[config.mk]
export PLATFORM = sky130hd
export DESIGN_NAME = watchdog_nmi_grace_counter_top
export DESIGN_NICKNAME = d
export VERILOG_FILES = /design/src/rtl/core/wngc_pkg.sv /design/src/rtl/core/wngc_update.sv /design/src/rtl/core/watchdog_nmi_grace_counter_top.sv
export SDC_FILE = /design/constraint.sdc
export NUM_CORES = 1
export LEC_CHECK = 0
export CORE_ASPECT_RATIO = 1.25
export CORE_MARGIN = 5
export CORE_UTILIZATION = 40
export CTS_CLUSTER_SIZE = 40
export DETAILED_ROUTE_END_ITERATION = 16
export DONT_BUFFER_PORTS = 1
export HOLD_SLACK_MARGIN = 0.12
export PLACE_DENSITY = 0.52
export SLEW_MARGIN = 20
export SYNTH_ARGS = -nofsm -noshare
export SYNTH_HDL_FRONTEND = slang
export SYNTH_HIERARCHICAL = 1
export SYNTH_SLANG_ARGS = --single-unit
[constraint.sdc]
create_clock -name clk -period 8.2 [get_ports clk]
set_input_delay 1.64 -clock clk [delete_from_list [all_inputs] [get_ports clk]]
set_output_delay 1.64 -clock clk [all_outputs]
set_load 0.02 [all_outputs]
[src/rtl/core/wngc_pkg.sv]
`timescale 1ns / 1ps

package wngc_pkg;

    // Item operation codes, carried in s_tuser
    typedef enum logic [2:0] {
        OP_TICK     = 3'd0,
        OP_WRITE    = 3'd1,
        OP_FREEZE   = 3'd2,
        OP_UNFREEZE = 3'd3,
        OP_SLEEP    = 3'd4
    } wngc_op_t;

    // Per-item event flags from the update logic
    typedef struct packed {
        logic nmi_pulse;
        logic chip_reset;
        logic write_taken;
    } wngc_flags_t;

    localparam int OP_BITS   = 3;
    localparam int DATA_BITS = 32;

endpackage

[src/rtl/core/wngc_update.sv]
`timescale 1ns / 1ps

module wngc_update
    import wngc_pkg::*;
#(
    parameter int COUNT_BITS  = 13,
    parameter int GRACE_TICKS = 16,
    parameter int CW          = 14
)
(
    input  logic                   mode_reset,
    input  logic                   hold,
    input  logic signed [CW-1:0]   count,
    input  logic [OP_BITS-1:0]     op,
    input  logic [DATA_BITS-1:0]   data,
    output logic signed [CW-1:0]   count_next,
    output logic                   hold_next,
    output wngc_flags_t            flags
);

    localparam int GRACE_NEG_I = -GRACE_TICKS;
    localparam logic signed [CW-1:0] GRACE_NEG = CW'(GRACE_NEG_I);

    logic signed [CW-1:0] count_dec;
    logic                 count_pos;
    logic                 write_ok;

    assign count_dec = count - CW'(1);
    assign count_pos = !count[CW-1] && (count != '0);
    // guard bits: everything above bit COUNT_BITS must be clear
    assign write_ok  = ((data >> (COUNT_BITS + 1)) == '0);

    // Next state and events for one item
    always_comb
    begin
        count_next = count;
        hold_next  = hold;
        flags      = '0;
        case (wngc_op_t'(op))
            OP_TICK:
            begin
                if (!hold)
                begin
                    if (count_pos)
                    begin
                        count_next = count_dec;
                        if (count_dec == '0)
                        begin
                            flags.chip_reset = mode_reset;
                            flags.nmi_pulse  = !mode_reset;
                        end
                    end
                    else if (mode_reset)
                    begin
                        flags.chip_reset = 1'b1;
                    end
                    else if (count > GRACE_NEG)
                    begin
                        count_next       = count_dec;
                        flags.chip_reset = (count_dec <= GRACE_NEG);
                    end
                    else
                    begin
                        // past the reset point: stay, reset again
                        flags.chip_reset = 1'b1;
                    end
                end
            end
            OP_WRITE:
            begin
                if (write_ok)
                begin
                    count_next = {{(CW - COUNT_BITS){1'b0}}, data[COUNT_BITS-1:0]};
                    flags.write_taken = 1'b1;
                end
            end
            OP_FREEZE:
            begin
                hold_next = 1'b1;
            end
            OP_UNFREEZE, OP_SLEEP:
            begin
                hold_next = 1'b0;
            end
            default:
            begin
                count_next = count;
            end
        endcase
    end

endmodule

[src/rtl/core/watchdog_nmi_grace_counter_top.sv]
`timescale 1ns / 1ps
// An accepted item is held in the input register; its result is registered into
// the result register and shown on m_tdata once that register is free.
// Throughput: one item per clock unless m_tready stalls the result register; the counter
// update is a single decrement and compare between the input and result registers.
// Reset (rst_n low, asynchronous): count at its maximum reload, hold clear,
// reset-at-zero mode selected, both stages empty.

module watchdog_nmi_grace_counter_top
    import wngc_pkg::*;
#(
    parameter int COUNT_BITS  = 13,
    parameter int GRACE_TICKS = 16
)
(
    input  logic                 clk,
    input  logic                 rst_n,
    // configuration: bit 0 reset_at_zero_mode
    input  logic                 cfg_valid,
    output logic                 cfg_ready,
    input  logic                 cfg_data,
    input  logic                 s_tvalid,
    output logic                 s_tready,
    // s_tdata: write_data[31:0]
    input  logic [DATA_BITS-1:0] s_tdata,
    // s_tuser: op[2:0]
    input  logic [OP_BITS-1:0]   s_tuser,
    output logic                 m_tvalid,
    input  logic                 m_tready,
    // m_tdata: count_now[COUNT_BITS:0], count_negative, nmi_pulse,
    //          chip_reset, write_taken, frozen_now, zero fill
    output logic [((COUNT_BITS + 6 + 7) / 8) * 8 - 1:0] m_tdata
);

    localparam int GB  = $clog2(GRACE_TICKS + 1);
    localparam int CW  = ((COUNT_BITS > GB) ? COUNT_BITS : GB) + 1;
    localparam int OUT_BITS = COUNT_BITS + 6;
    localparam int OUT_W    = ((OUT_BITS + 7) / 8) * 8;
    localparam int GRACE_NEG_I = -GRACE_TICKS;
    localparam logic signed [CW-1:0] GRACE_NEG = CW'(GRACE_NEG_I);
    localparam logic signed [CW-1:0] COUNT_MAX =
        {{(CW - COUNT_BITS){1'b0}}, {COUNT_BITS{1'b1}}};

    logic                  in_valid_reg;
    logic [OP_BITS-1:0]    in_op_reg;
    logic [DATA_BITS-1:0]  in_data_reg;

    logic signed [CW-1:0]  count_reg;
    logic signed [CW-1:0]  count_next;
    logic                  hold_reg;
    logic                  hold_next;
    logic                  mode_reg;
    wngc_flags_t           flags;

    logic                  m_valid_reg;
    logic [COUNT_BITS:0]   m_count_reg;
    logic                  m_neg_reg;
    wngc_flags_t           m_flags_reg;
    logic                  m_frozen_reg;

    logic                  advance;

    // Handshake: input stage moves on whenever the result register is free
    assign advance   = in_valid_reg && (!m_valid_reg || m_tready);
    assign s_tready  = !in_valid_reg || advance;
    assign cfg_ready = 1'b1;
    assign m_tvalid  = m_valid_reg;
    assign m_tdata   = OUT_W'({m_frozen_reg, m_flags_reg.write_taken,
                               m_flags_reg.chip_reset, m_flags_reg.nmi_pulse,
                               m_neg_reg, m_count_reg});

    // Input register
    always_ff @(posedge clk or negedge rst_n)
    begin
        if (!rst_n)
        begin
            in_valid_reg <= 1'b0;
        end
        else if (s_tready)
        begin
            in_valid_reg <= s_tvalid;
        end
    end

    always_ff @(posedge clk)
    begin
        if (s_tvalid && s_tready)
        begin
            in_op_reg   <= s_tuser;
            in_data_reg <= s_tdata;
        end
    end

    // Counter update logic
    wngc_update #(
        .COUNT_BITS  (COUNT_BITS),
        .GRACE_TICKS (GRACE_TICKS),
        .CW          (CW)
    ) u_update (
        .mode_reset (mode_reg),
        .hold       (hold_reg),
        .count      (count_reg),
        .op         (in_op_reg),
        .data       (in_data_reg),
        .count_next (count_next),
        .hold_next  (hold_next),
        .flags      (flags)
    );

    // Watchdog state and mode register
    always_ff @(posedge clk or negedge rst_n)
    begin
        if (!rst_n)
        begin
            count_reg <= COUNT_MAX;
            hold_reg  <= 1'b0;
            mode_reg  <= 1'b1;
        end
        else
        begin
            if (advance)
            begin
                count_reg <= count_next;
                hold_reg  <= hold_next;
            end
            if (cfg_valid)
            begin
                mode_reg <= cfg_data;
            end
        end
    end

    // Result register
    always_ff @(posedge clk or negedge rst_n)
    begin
        if (!rst_n)
        begin
            m_valid_reg <= 1'b0;
        end
        else if (advance)
        begin
            m_valid_reg <= 1'b1;
        end
        else if (m_tready)
        begin
            m_valid_reg <= 1'b0;
        end
    end

    always_ff @(posedge clk)
    begin
        if (advance)
        begin
            m_count_reg  <= count_next[COUNT_BITS:0];
            m_neg_reg    <= count_next[CW-1];
            m_flags_reg  <= flags;
            m_frozen_reg <= hold_next;
        end
    end

`ifndef SYNTHESIS
    // NMI and chip reset never come from the same tick
    a_nmi_rst_excl: assert property (@(posedge clk) disable iff (!rst_n)
        m_valid_reg |-> !(m_flags_reg.nmi_pulse && m_flags_reg.chip_reset))
        else $error("nmi_pulse and chip_reset raised together");

    // an NMI is only raised as the count lands on zero
    a_nmi_zero: assert property (@(posedge clk) disable iff (!rst_n)
        (m_valid_reg && m_flags_reg.nmi_pulse) |-> (m_count_reg == '0))
        else $error("nmi_pulse with non-zero count");

    // a taken write always leaves a non-negative count
    a_write_pos: assert property (@(posedge clk) disable iff (!rst_n)
        (m_valid_reg && m_flags_reg.write_taken) |-> !m_neg_reg)
        else $error("write taken but count negative");

    // the count never runs below the grace limit
    a_grace_floor: assert property (@(posedge clk) disable iff (!rst_n)
        1'b1 |-> (count_reg >= GRACE_NEG))
        else $error("count below grace limit");

    // a stalled result keeps the waiting item in the input register
    a_in_hold: assert property (@(posedge clk) disable iff (!rst_n)
        (in_valid_reg && m_valid_reg && !m_tready) |=> in_valid_reg)
        else $error("input item lost under stall");
`endif

endmodule
# Yosys cells after proc, flatten, opt, wreduce, memory -nomap -nowiden
# Index checks and enable logic that the tools add are counted.
[totals]
ff_bits = 72
inputBits = 41
out_inout_bits = 27
elab_cells = 54
[op_classes]
n_addsub = 1
magnitude_cmp = 2
n_eq_ne = 4
muxes = 14
n_bitwise = 3
reduce_logical = 17
[op_table]
columns = ["operator", "count"]
rows = [
  ["two-way mux 14 bit", 5],
  ["logical NOT 32 bit", 1],
  ["one-hot mux 14 bit (2 select lines)", 1],
  ["greater-than comparator 14 x 5 -> 1 bit (second input constant)", 1],
  ["<= comparator 14 x 5 -> 1 bit (second input constant)", 1],
  ["logical NOT 14 bit", 1],
  ["nonzero test 14 bit", 1],
  ["subtractor 14 x 2 -> 14 bit (second input constant)", 1],
  ["two-way mux 1 bit", 7],
  ["== test 3 x 2 -> 1 bit (second input constant)", 2],
  ["logical NOT 1 bit", 4],
  ["OR reduction 2 bit", 2],
  ["OR reduction 4 bit", 1],
  ["== test 3 x 1 -> 1 bit (second input constant)", 1],
  ["== test 3 bit (second input constant)", 1],
  ["logical AND 1 bit", 3],
  ["logical NOT 3 bit", 1],
  ["NOT 1 bit", 3],
  ["logical OR 1 bit", 2],
  ["one-hot mux 1 bit (2 select lines)", 1],
  ["nonzero test 2 bit", 1],
]

# Depth between registers and ports, before layout
# Gate-level depths: netlist of run 1.
[depth]
word_depth = 6
depth_mapped = 10
depth_no_buf = 9

# Modules after synthesis
# Netlist of run 1, hierarchy kept.
[by_module_without_submodules]
columns = ["mod", "n_inst", "cells_per_inst", "area_each_um2", "seq_area_each_um2"]
rows = [
  ["watchdog_nmi_grace_counter_top", 1, 106, 2424.8, 2059.5],
  ["wngc_update", 1, 193, 1211.2, 0.0],
]

# Worst setup path after synthesis of run 1
# No wires, ideal clock.
[synth_path]
path_kind = "input to output"
from = "input port m_tready"
to = "output port s_tready"
t_arrival_ns = 1.918
required_time_ns = 6.560
path_slack_ns = 4.642
cell_stages = 1
path_buffers = 0
cell_sequence = "nand3b_1"
[synth_via]
elab_chain_len = 3
[synth_rtl]
columns = ["element", "line", "source"]
rows = [
  ["from (decl)", "watchdog_nmi_grace_counter_top.sv:29", "input logic m_tready,"],
  ["logical OR 1 bit", "watchdog_nmi_grace_counter_top.sv:64", "assign advance = in_valid_reg && (!m_valid_reg || m_tready);"],
  ["logical AND 1 bit", "watchdog_nmi_grace_counter_top.sv:64", ""],
  ["logical OR 1 bit", "watchdog_nmi_grace_counter_top.sv:65", "assign s_tready = !in_valid_reg || advance;"],
  ["to (decl)", "watchdog_nmi_grace_counter_top.sv:23", "output logic s_tready,"],
]
# Every way passes these cells.

# Worst setup path in the final report of run 1
# Ends and elaborated chain as after synthesis.

==> results.sh, run 1 <==
export IMPL_filler_cell_count=808
export IMPL_p_seq_share_pct=44.9
export IMPL_grt_remaining_overflow=0
export IMPL_period_needed_ns=3.58
export IMPL_antenna_violating_nets_post_route=0
export IMPL_timing_final_setup_violations=0
export IMPL_design_die_area_sq_um=11000
export IMPL_yosysWarnings=6
export IMPL_cts_setup_buffers=0
export IMPL_worst_skew_pair_late_latency_ns=0.35
export IMPL_post_route_drc_count=0
export IMPL_rsz_0062_raised_after_global_routing="false"
export IMPL_grt_pass1_vias=2397
export IMPL_sw_frac_of_total_pct=36.2
export IMPL_initial_utilization_pct=41.2
export IMPL_detailroute_via_count=2358
export IMPL_origin_of_the_worst_setup_path="m_tready"
export IMPL_worstPathBufferInverterCount=0
export IMPL_cp_data_arrival_time_ns=1.94
export IMPL_cp_cell_sequence="nand3b_1"
export IMPL_placedCellCount=398
export IMPL_post_route_period_util_pct=43.6
export IMPL_setup_worst_path_end_class="primary output"
export IMPL_crit_path_max_incr_delay_ns=0.29
export IMPL_worstPathRequired_ns=6.56
export IMPL_design_area_sq_um=3830
export IMPL_grt_max_degree=35
export IMPL_achievable_frequency_ghz=0.280
export IMPL_grt_use_total_pct=15.3
export IMPL_antennaDiodeCount=0
export IMPL_postPlaceCellArea_sq_um=3610
export IMPL_tritoncts="yes"
export IMPL_final_max_slew_violation_count=0
export IMPL_core_area_sq_um=8750
export IMPL_power_internal_mw=0.807
export IMPL_setup_worst_path_start_class="primary input"
export IMPL_final_layout_size_suffix_gt1_share_pct=22.8
export IMPL_wl_microns=7820
export IMPL_fp_dieH_microns=116
export IMPL_fin_ws_ns=4.62
export IMPL_net_switching_power_mw=0.457
export IMPL_tns_ns=0
export IMPL_syn_instance_count=298
export IMPL_worst_slew_margin_rel_pct=40.3
export IMPL_power_per_cell_area_nw_per_um2=330
export IMPL_place_hpwl_microns=5480
export IMPL_final_instance_count_excl_fillers=414
export IMPL_number_of_gates_resized_after_cts=0
export IMPL_clock_skew_ns=0.00577
export IMPL_number_of_antenna_violations_at_the_first_check_in_global_routing=0
export IMPL_numPortBuffers=0
export IMPL_critPathMaxFanout=3
export IMPL_synth_cell_area_sq_um=3610
export IMPL_grt_pass1_wl_microns=12500
export IMPL_flow_area_growth_from_synthesis_pct=6.14
export IMPL_critPathSlowestCell="sky130_fd_sc_hd__nand3b_1"
export IMPL_routabilityCongestion=0.854
export IMPL_cts_hold_buf=0
export IMPL_vdd_drop_max_mv=0.141
export IMPL_seq_area_sq_um=2030
export IMPL_pre_cts_ws_ns=4.62
export IMPL_clock_pin_slew_on_the_worst_setup_and_hold_paths_ns=0.07
export IMPL_status="finished clean"
export IMPL_tritoncts_num_sinks=70
export IMPL_fin_util_pct=43.8
export IMPL_finalNetCount=333
export IMPL_worstReg2RegStart="count_reg[1]$_DFFE_PN1P_"
export IMPL_report_final_hold_viol_count=0
export IMPL_design_portCount=68
export IMPL_tightest_slew_ns=0.892
export IMPL_timing_hold_worst_class="flop to flop"
export IMPL_largest_register_ffs=31
export IMPL_postSynthAreaPerCell_sq_um=12.1
export IMPL_power_leakage_nw=1.34
export IMPL_pwr_share_clk_pct=23.4
export IMPL_drt_pass1_iter_count=4
export IMPL_timing_max_cap_violations=0
export IMPL_critical_path_class="primary input to primary output"
export IMPL_htree_num_levels=3
export IMPL_fp_row_count=38
export IMPL_combinational_power_share_pct=31.7
export IMPL_detailedRoute_firstIterationViolations=157
export IMPL_clk_path_buf_depth=2
export IMPL_tritoncts_num_buffers=9
export IMPL_cpLargestDelayFamily="simple AND/OR/NAND/NOR gates"
export IMPL_hold_start="in_valid_reg$_DFFE_PN0P_"
export IMPL_multi_input_comb_area_sq_um=1390
export IMPL_post_drt_via_cell_ratio=5.70
export IMPL_clock_root_buffer="sky130_fd_sc_hd__clkbuf_8"
export IMPL_avgRoutedWirePerCell_microns=18.9
export IMPL_chipWidth_microns=94.9
power by group through the flow:
stage	combinational, mW	clock (mW)	sequential (mW)
detailed placement	0.394	0	0.576
global route	0.441	0.322	0.580
finish	0.401	0.296	0.567
floorplan	0.382	0	0.514
global placement	0.391	0	0.573
CTS	0.397	0.306	0.568
worst reg2reg max path, stage by stage, from the launching register on:
cell and delay (ns):
sky130_fd_sc_hd__dfstp_2 0.63, sky130_fd_sc_hd__inv_1 0.11, sky130_fd_sc_hd__ha_1 0.22, sky130_fd_sc_hd__nor3b_1 0.19, sky130_fd_sc_hd__o41ai_4 0.47, sky130_fd_sc_hd__nand3_2 0.27
sky130_fd_sc_hd__or4_1 0.47, sky130_fd_sc_hd__mux2i_1 0.13, sky130_fd_sc_hd__a221oi_1 0.37, sky130_fd_sc_hd__mux2_2 0.22
placed cells by master, fill, tap and decap left out, types with 4 or more instances in the layout:
cell / n
sky130_fd_sc_hd__nand2_1: 20
sky130_fd_sc_hd__nand4_1: 5
sky130_fd_sc_hd__dfrtp_1: 4
sky130_fd_sc_hd__dfstp_2: 14
sky130_fd_sc_hd__mux2_4: 9
sky130_fd_sc_hd__nor4_1: 10
sky130_fd_sc_hd__edfxtp_1: 52
sky130_fd_sc_hd__or2_2: 4
sky130_fd_sc_hd__mux2i_1: 4
sky130_fd_sc_hd__a21oi_1: 10
sky130_fd_sc_hd__conb_1: 6
sky130_fd_sc_hd__nor2_1: 21
sky130_fd_sc_hd__inv_1: 9
sky130_fd_sc_hd__clkbuf_8: 9
sky130_fd_sc_hd__a31oi_1: 5
sky130_fd_sc_hd__nor3_1: 6
sky130_fd_sc_hd__nand3_1: 7
sky130_fd_sc_hd__or4_1: 5
sky130_fd_sc_hd__o22ai_1: 6
sky130_fd_sc_hd__mux2_2: 9
sky130_fd_sc_hd__a211oi_1: 4
sky130_fd_sc_hd__o21ai_0: 10
routing by layer:
layer / vias to the layer above / global-route usage, % / part of all wire (%)
met1: 1144 / 18.9 / 43
met3: 17 / 3.99 / 5.0
li1: 1111 / - / -
met5: - / 0 / 0
met2: 86 / 24.4 / 49
met4: 0 / 8.57 / 2.8
final timing paths:
| check | to | slack, ns | cells after the start |
|---|---|---|---|
| setup / recovery | s_tready | 4.62 | 1 |
| hold / removal | m_tvalid$_DFFE_PN0P_ | 0.55 | 1 |
| setup reg to reg | count_reg[3]$_DFFE_PN1P_ | 5.06 | 9 |
| hold reg to reg | m_tvalid$_DFFE_PN0P_ | 0.55 | 1 |
| max in group asynchronous | count_reg[8]$_DFFE_PN1P_ | 7.05 | 0 |
| min in group asynchronous | count_reg[13]$_DFFE_PN0P_ | 0.98 | 0 |
per-stage QoR:
step | power [mW] | hold WS, ns
4_1_cts | 1.27 | 0.555
3_3_place_gp | 0.964 | 0.526
6_report | 1.26 | 0.551
2_1_floorplan | 0.896 | 0.512
3_5_place_dp | 0.970 | 0.536
5_1_grt | 1.34 | 0.568
cell type report:
| cell class | count | share of cell area (%) |
|---|---|---|
| clock inverters | 7 | 2.32 |
| multi-input cells | 197 | 36.2 |
| clock buffers | 9 | 3.24 |
| repair buffers | 2 | 0.392 |
| inverters | 9 | 0.883 |
| flip-flops and latches | 70 | 53.0 |
| well taps | 120 | 3.92 |
(Power assumes the default switching activity.)
==> inputs of run 2 (changes only) <==
Clock period 8.2 ns to 3.6 ns, I/O delays scaled along.
==> run 2 against run 1 <==
Wire length is 1.0% lower. Critical path depth is 8 higher. Worst hold slack worse by 0.34 ns. Setup slack worse by 4.1 ns. Global-route usage is 0.42 points lower. Sequential share of layout area hardly changed. Final area hardly changed. Sequential cell count stayed put. Sequential power is 130% higher. First-iteration DRC count is 7.6% lower.
==> results.sh, run 2 (synthesis results as in run 1) <==
export IMPL_setup_worst_path_start_class="flop"
export IMPL_numPortBuffers=0
export IMPL_tritoncts_num_sinks=70
export IMPL_finalNetCount=336
export IMPL_tritoncts="yes"
export IMPL_p_seq_share_pct=45.9
export IMPL_critical_path_class="flop to flop"
export IMPL_drt_pass1_iter_count=4
export IMPL_sw_frac_of_total_pct=36.8
export IMPL_worstPathRequired_ns=3.89
export IMPL_antennaDiodeCount=0
export IMPL_tns_ns=0
export IMPL_largest_register_ffs=31
export IMPL_post_route_drc_count=0
export IMPL_fp_row_count=38
export IMPL_timing_final_setup_violations=0
export IMPL_clk_path_buf_depth=2
export IMPL_power_leakage_nw=1.35
export IMPL_grt_remaining_overflow=0
export IMPL_detailroute_via_count=2272
export IMPL_critPathMaxFanout=11
export IMPL_timing_hold_worst_class="primary input to async pin"
export IMPL_flow_area_growth_from_synthesis_pct=6.18
export IMPL_tritoncts_num_buffers=9
export IMPL_core_area_sq_um=8750
export IMPL_net_switching_power_mw=1.03
export IMPL_pwr_share_clk_pct=21.5
export IMPL_worst_skew_pair_late_latency_ns=0.34
export IMPL_cts_hold_buf=1
export IMPL_final_layout_size_suffix_gt1_share_pct=23.2
export IMPL_report_final_hold_viol_count=0
export IMPL_post_route_period_util_pct=86.7
export IMPL_design_area_sq_um=3830
export IMPL_fin_util_pct=43.8
export IMPL_postPlaceCellArea_sq_um=3630
export IMPL_final_cell_mix="sky130_fd_sc_hd__edfxtp_1 (52), sky130_fd_sc_hd__nor2_1 (21), sky130_fd_sc_hd__nand2_1 (20)"
export IMPL_cts_setup_buffers=0
export IMPL_wl_microns=7740
export IMPL_post_drt_via_cell_ratio=5.45
export IMPL_design_portCount=68
export IMPL_combinational_power_share_pct=32.6
export IMPL_clock_skew_ns=0.00953
export IMPL_avgRoutedWirePerCell_microns=18.6
export IMPL_detailedRoute_firstIterationViolations=145
export IMPL_tightest_slew_ns=0.747
export IMPL_htree_num_levels=3
export IMPL_cp_data_arrival_time_ns=3.41
export IMPL_fp_dieH_microns=116
export IMPL_number_of_gates_resized_after_cts=0
export IMPL_chipWidth_microns=94.9
export IMPL_grt_max_degree=35
export IMPL_vdd_drop_max_mv=0.278
export IMPL_final_instance_count_excl_fillers=417
export IMPL_number_of_antenna_violations_at_the_first_check_in_global_routing=0
export IMPL_fin_ws_ns=0.480
export IMPL_rsz_0062_raised_after_global_routing="false"
export IMPL_antenna_violating_nets_post_route=0
export IMPL_placedCellCount=400
export IMPL_clock_pin_slew_on_the_worst_setup_and_hold_paths_ns=0.08
export IMPL_final_max_slew_violation_count=0
export IMPL_place_hpwl_microns=5410
export IMPL_power_internal_mw=1.78
export IMPL_hold_slack_ns=0.208
export IMPL_period_needed_ns=3.12
export IMPL_clock_root_buffer="sky130_fd_sc_hd__clkbuf_8"
export IMPL_initial_utilization_pct=41.2
export IMPL_grt_use_total_pct=14.9
export IMPL_total_power_mw=2.81
export IMPL_power_per_cell_area_nw_per_um2=734
export IMPL_design_die_area_sq_um=11000
export IMPL_setup_worst_path_end_class="flop"
export IMPL_routabilityCongestion=0.867
export IMPL_achievable_frequency_ghz=0.321
export IMPL_status="finished clean"
export IMPL_timing_max_cap_violations=0
export IMPL_final_common_cell="sky130_fd_sc_hd__edfxtp_1"
export IMPL_grt_pass1_vias=2151
export IMPL_worst_slew_margin_rel_pct=50.2
export IMPL_pre_cts_ws_ns=0.494
export IMPL_grt_pass1_wl_microns=12100
-- run 2: cell types whose count changed in the layout (fill, tap and decap cells not counted) --
| cell | before | now |
|---|---|---|
| sky130_fd_sc_hd__clkinv_4 | 0 | 1 |
| sky130_fd_sc_hd__dlygate4sd3_1 | 0 | 1 |
| sky130_fd_sc_hd__buf_4 | 2 | 4 |
| sky130_fd_sc_hd__bufinv_16 | 2 | 1 |
| sky130_fd_sc_hd__clkinvlp_4 | 2 | 1 |
| sky130_fd_sc_hd__clkinv_2 | 2 | 3 |
-- run 2: cell type report --
| class | count | area [sq um] |
|---|---|---|
| fillers | 838 | 4920 |
| clock buffers | 9 | 124 |
| multi-input cells | 197 | 1390 |
| well taps | 120 | 150 |
| inverters | 9 | 33.8 |
| flip-flops and latches | 70 | 2030 |
| clock inverters | 7 | 65.1 |
| repair buffers | 5 | 40.0 |
-- run 2: worst max-delay path: stages (launching register included) --
cell and delay (ns):
sky130_fd_sc_hd__dfstp_2 0.64, sky130_fd_sc_hd__inv_1 0.09, sky130_fd_sc_hd__ha_1 0.23, sky130_fd_sc_hd__nor3b_1 0.18, sky130_fd_sc_hd__o41ai_4 0.47, sky130_fd_sc_hd__nand3_2 0.27
sky130_fd_sc_hd__or4_1 0.47, sky130_fd_sc_hd__mux2i_1 0.13, sky130_fd_sc_hd__a221oi_1 0.36, sky130_fd_sc_hd__mux2_2 0.22
-- run 2: power groups by stage --
stage	sequential [mW]	clock, mW	combinational, mW
3_3_place_gp	1.31	0	0.902
5_1_grt	1.32	0.671	1.00
2_1_floorplan	1.17	0	0.871
6_report	1.29	0.604	0.916
4_1_cts	1.29	0.631	0.915
3_5_place_dp	1.31	0	0.908
-- run 2: final timing paths --
check	from	endpoint	slack [ns]	depth (start not counted)
max in group asynchronous	rst_n	hold_reg$_DFFE_PN0P_	2.71	1
hold reg to reg	in_valid_reg$_DFFE_PN0P_	m_tvalid$_DFFE_PN0P_	0.56	1
setup / recovery	count_reg[0]$_DFFE_PN1P_	count_reg[3]$_DFFE_PN1P_	0.48	9
min in group clk	s_tdata[0]	in_data_reg[0]$_DFFE_PP_	0.47	0
setup reg to reg	count_reg[0]$_DFFE_PN1P_	count_reg[3]$_DFFE_PN1P_	0.48	9
hold / removal	rst_n	count_reg[2]$_DFFE_PN1P_	0.21	0
-- run 2: metal layers --
layer  GRT usage [%]  routed length (microns)  up-vias  share of wire [%]
met5               0                        0        -                  0
met4            5.20                       94        0                1.2
met3            4.45                      374        5                4.8
met2            24.2                     3850       61                 50
met1            18.9                     3420     1096                 44
li1                -                        -     1110                  -
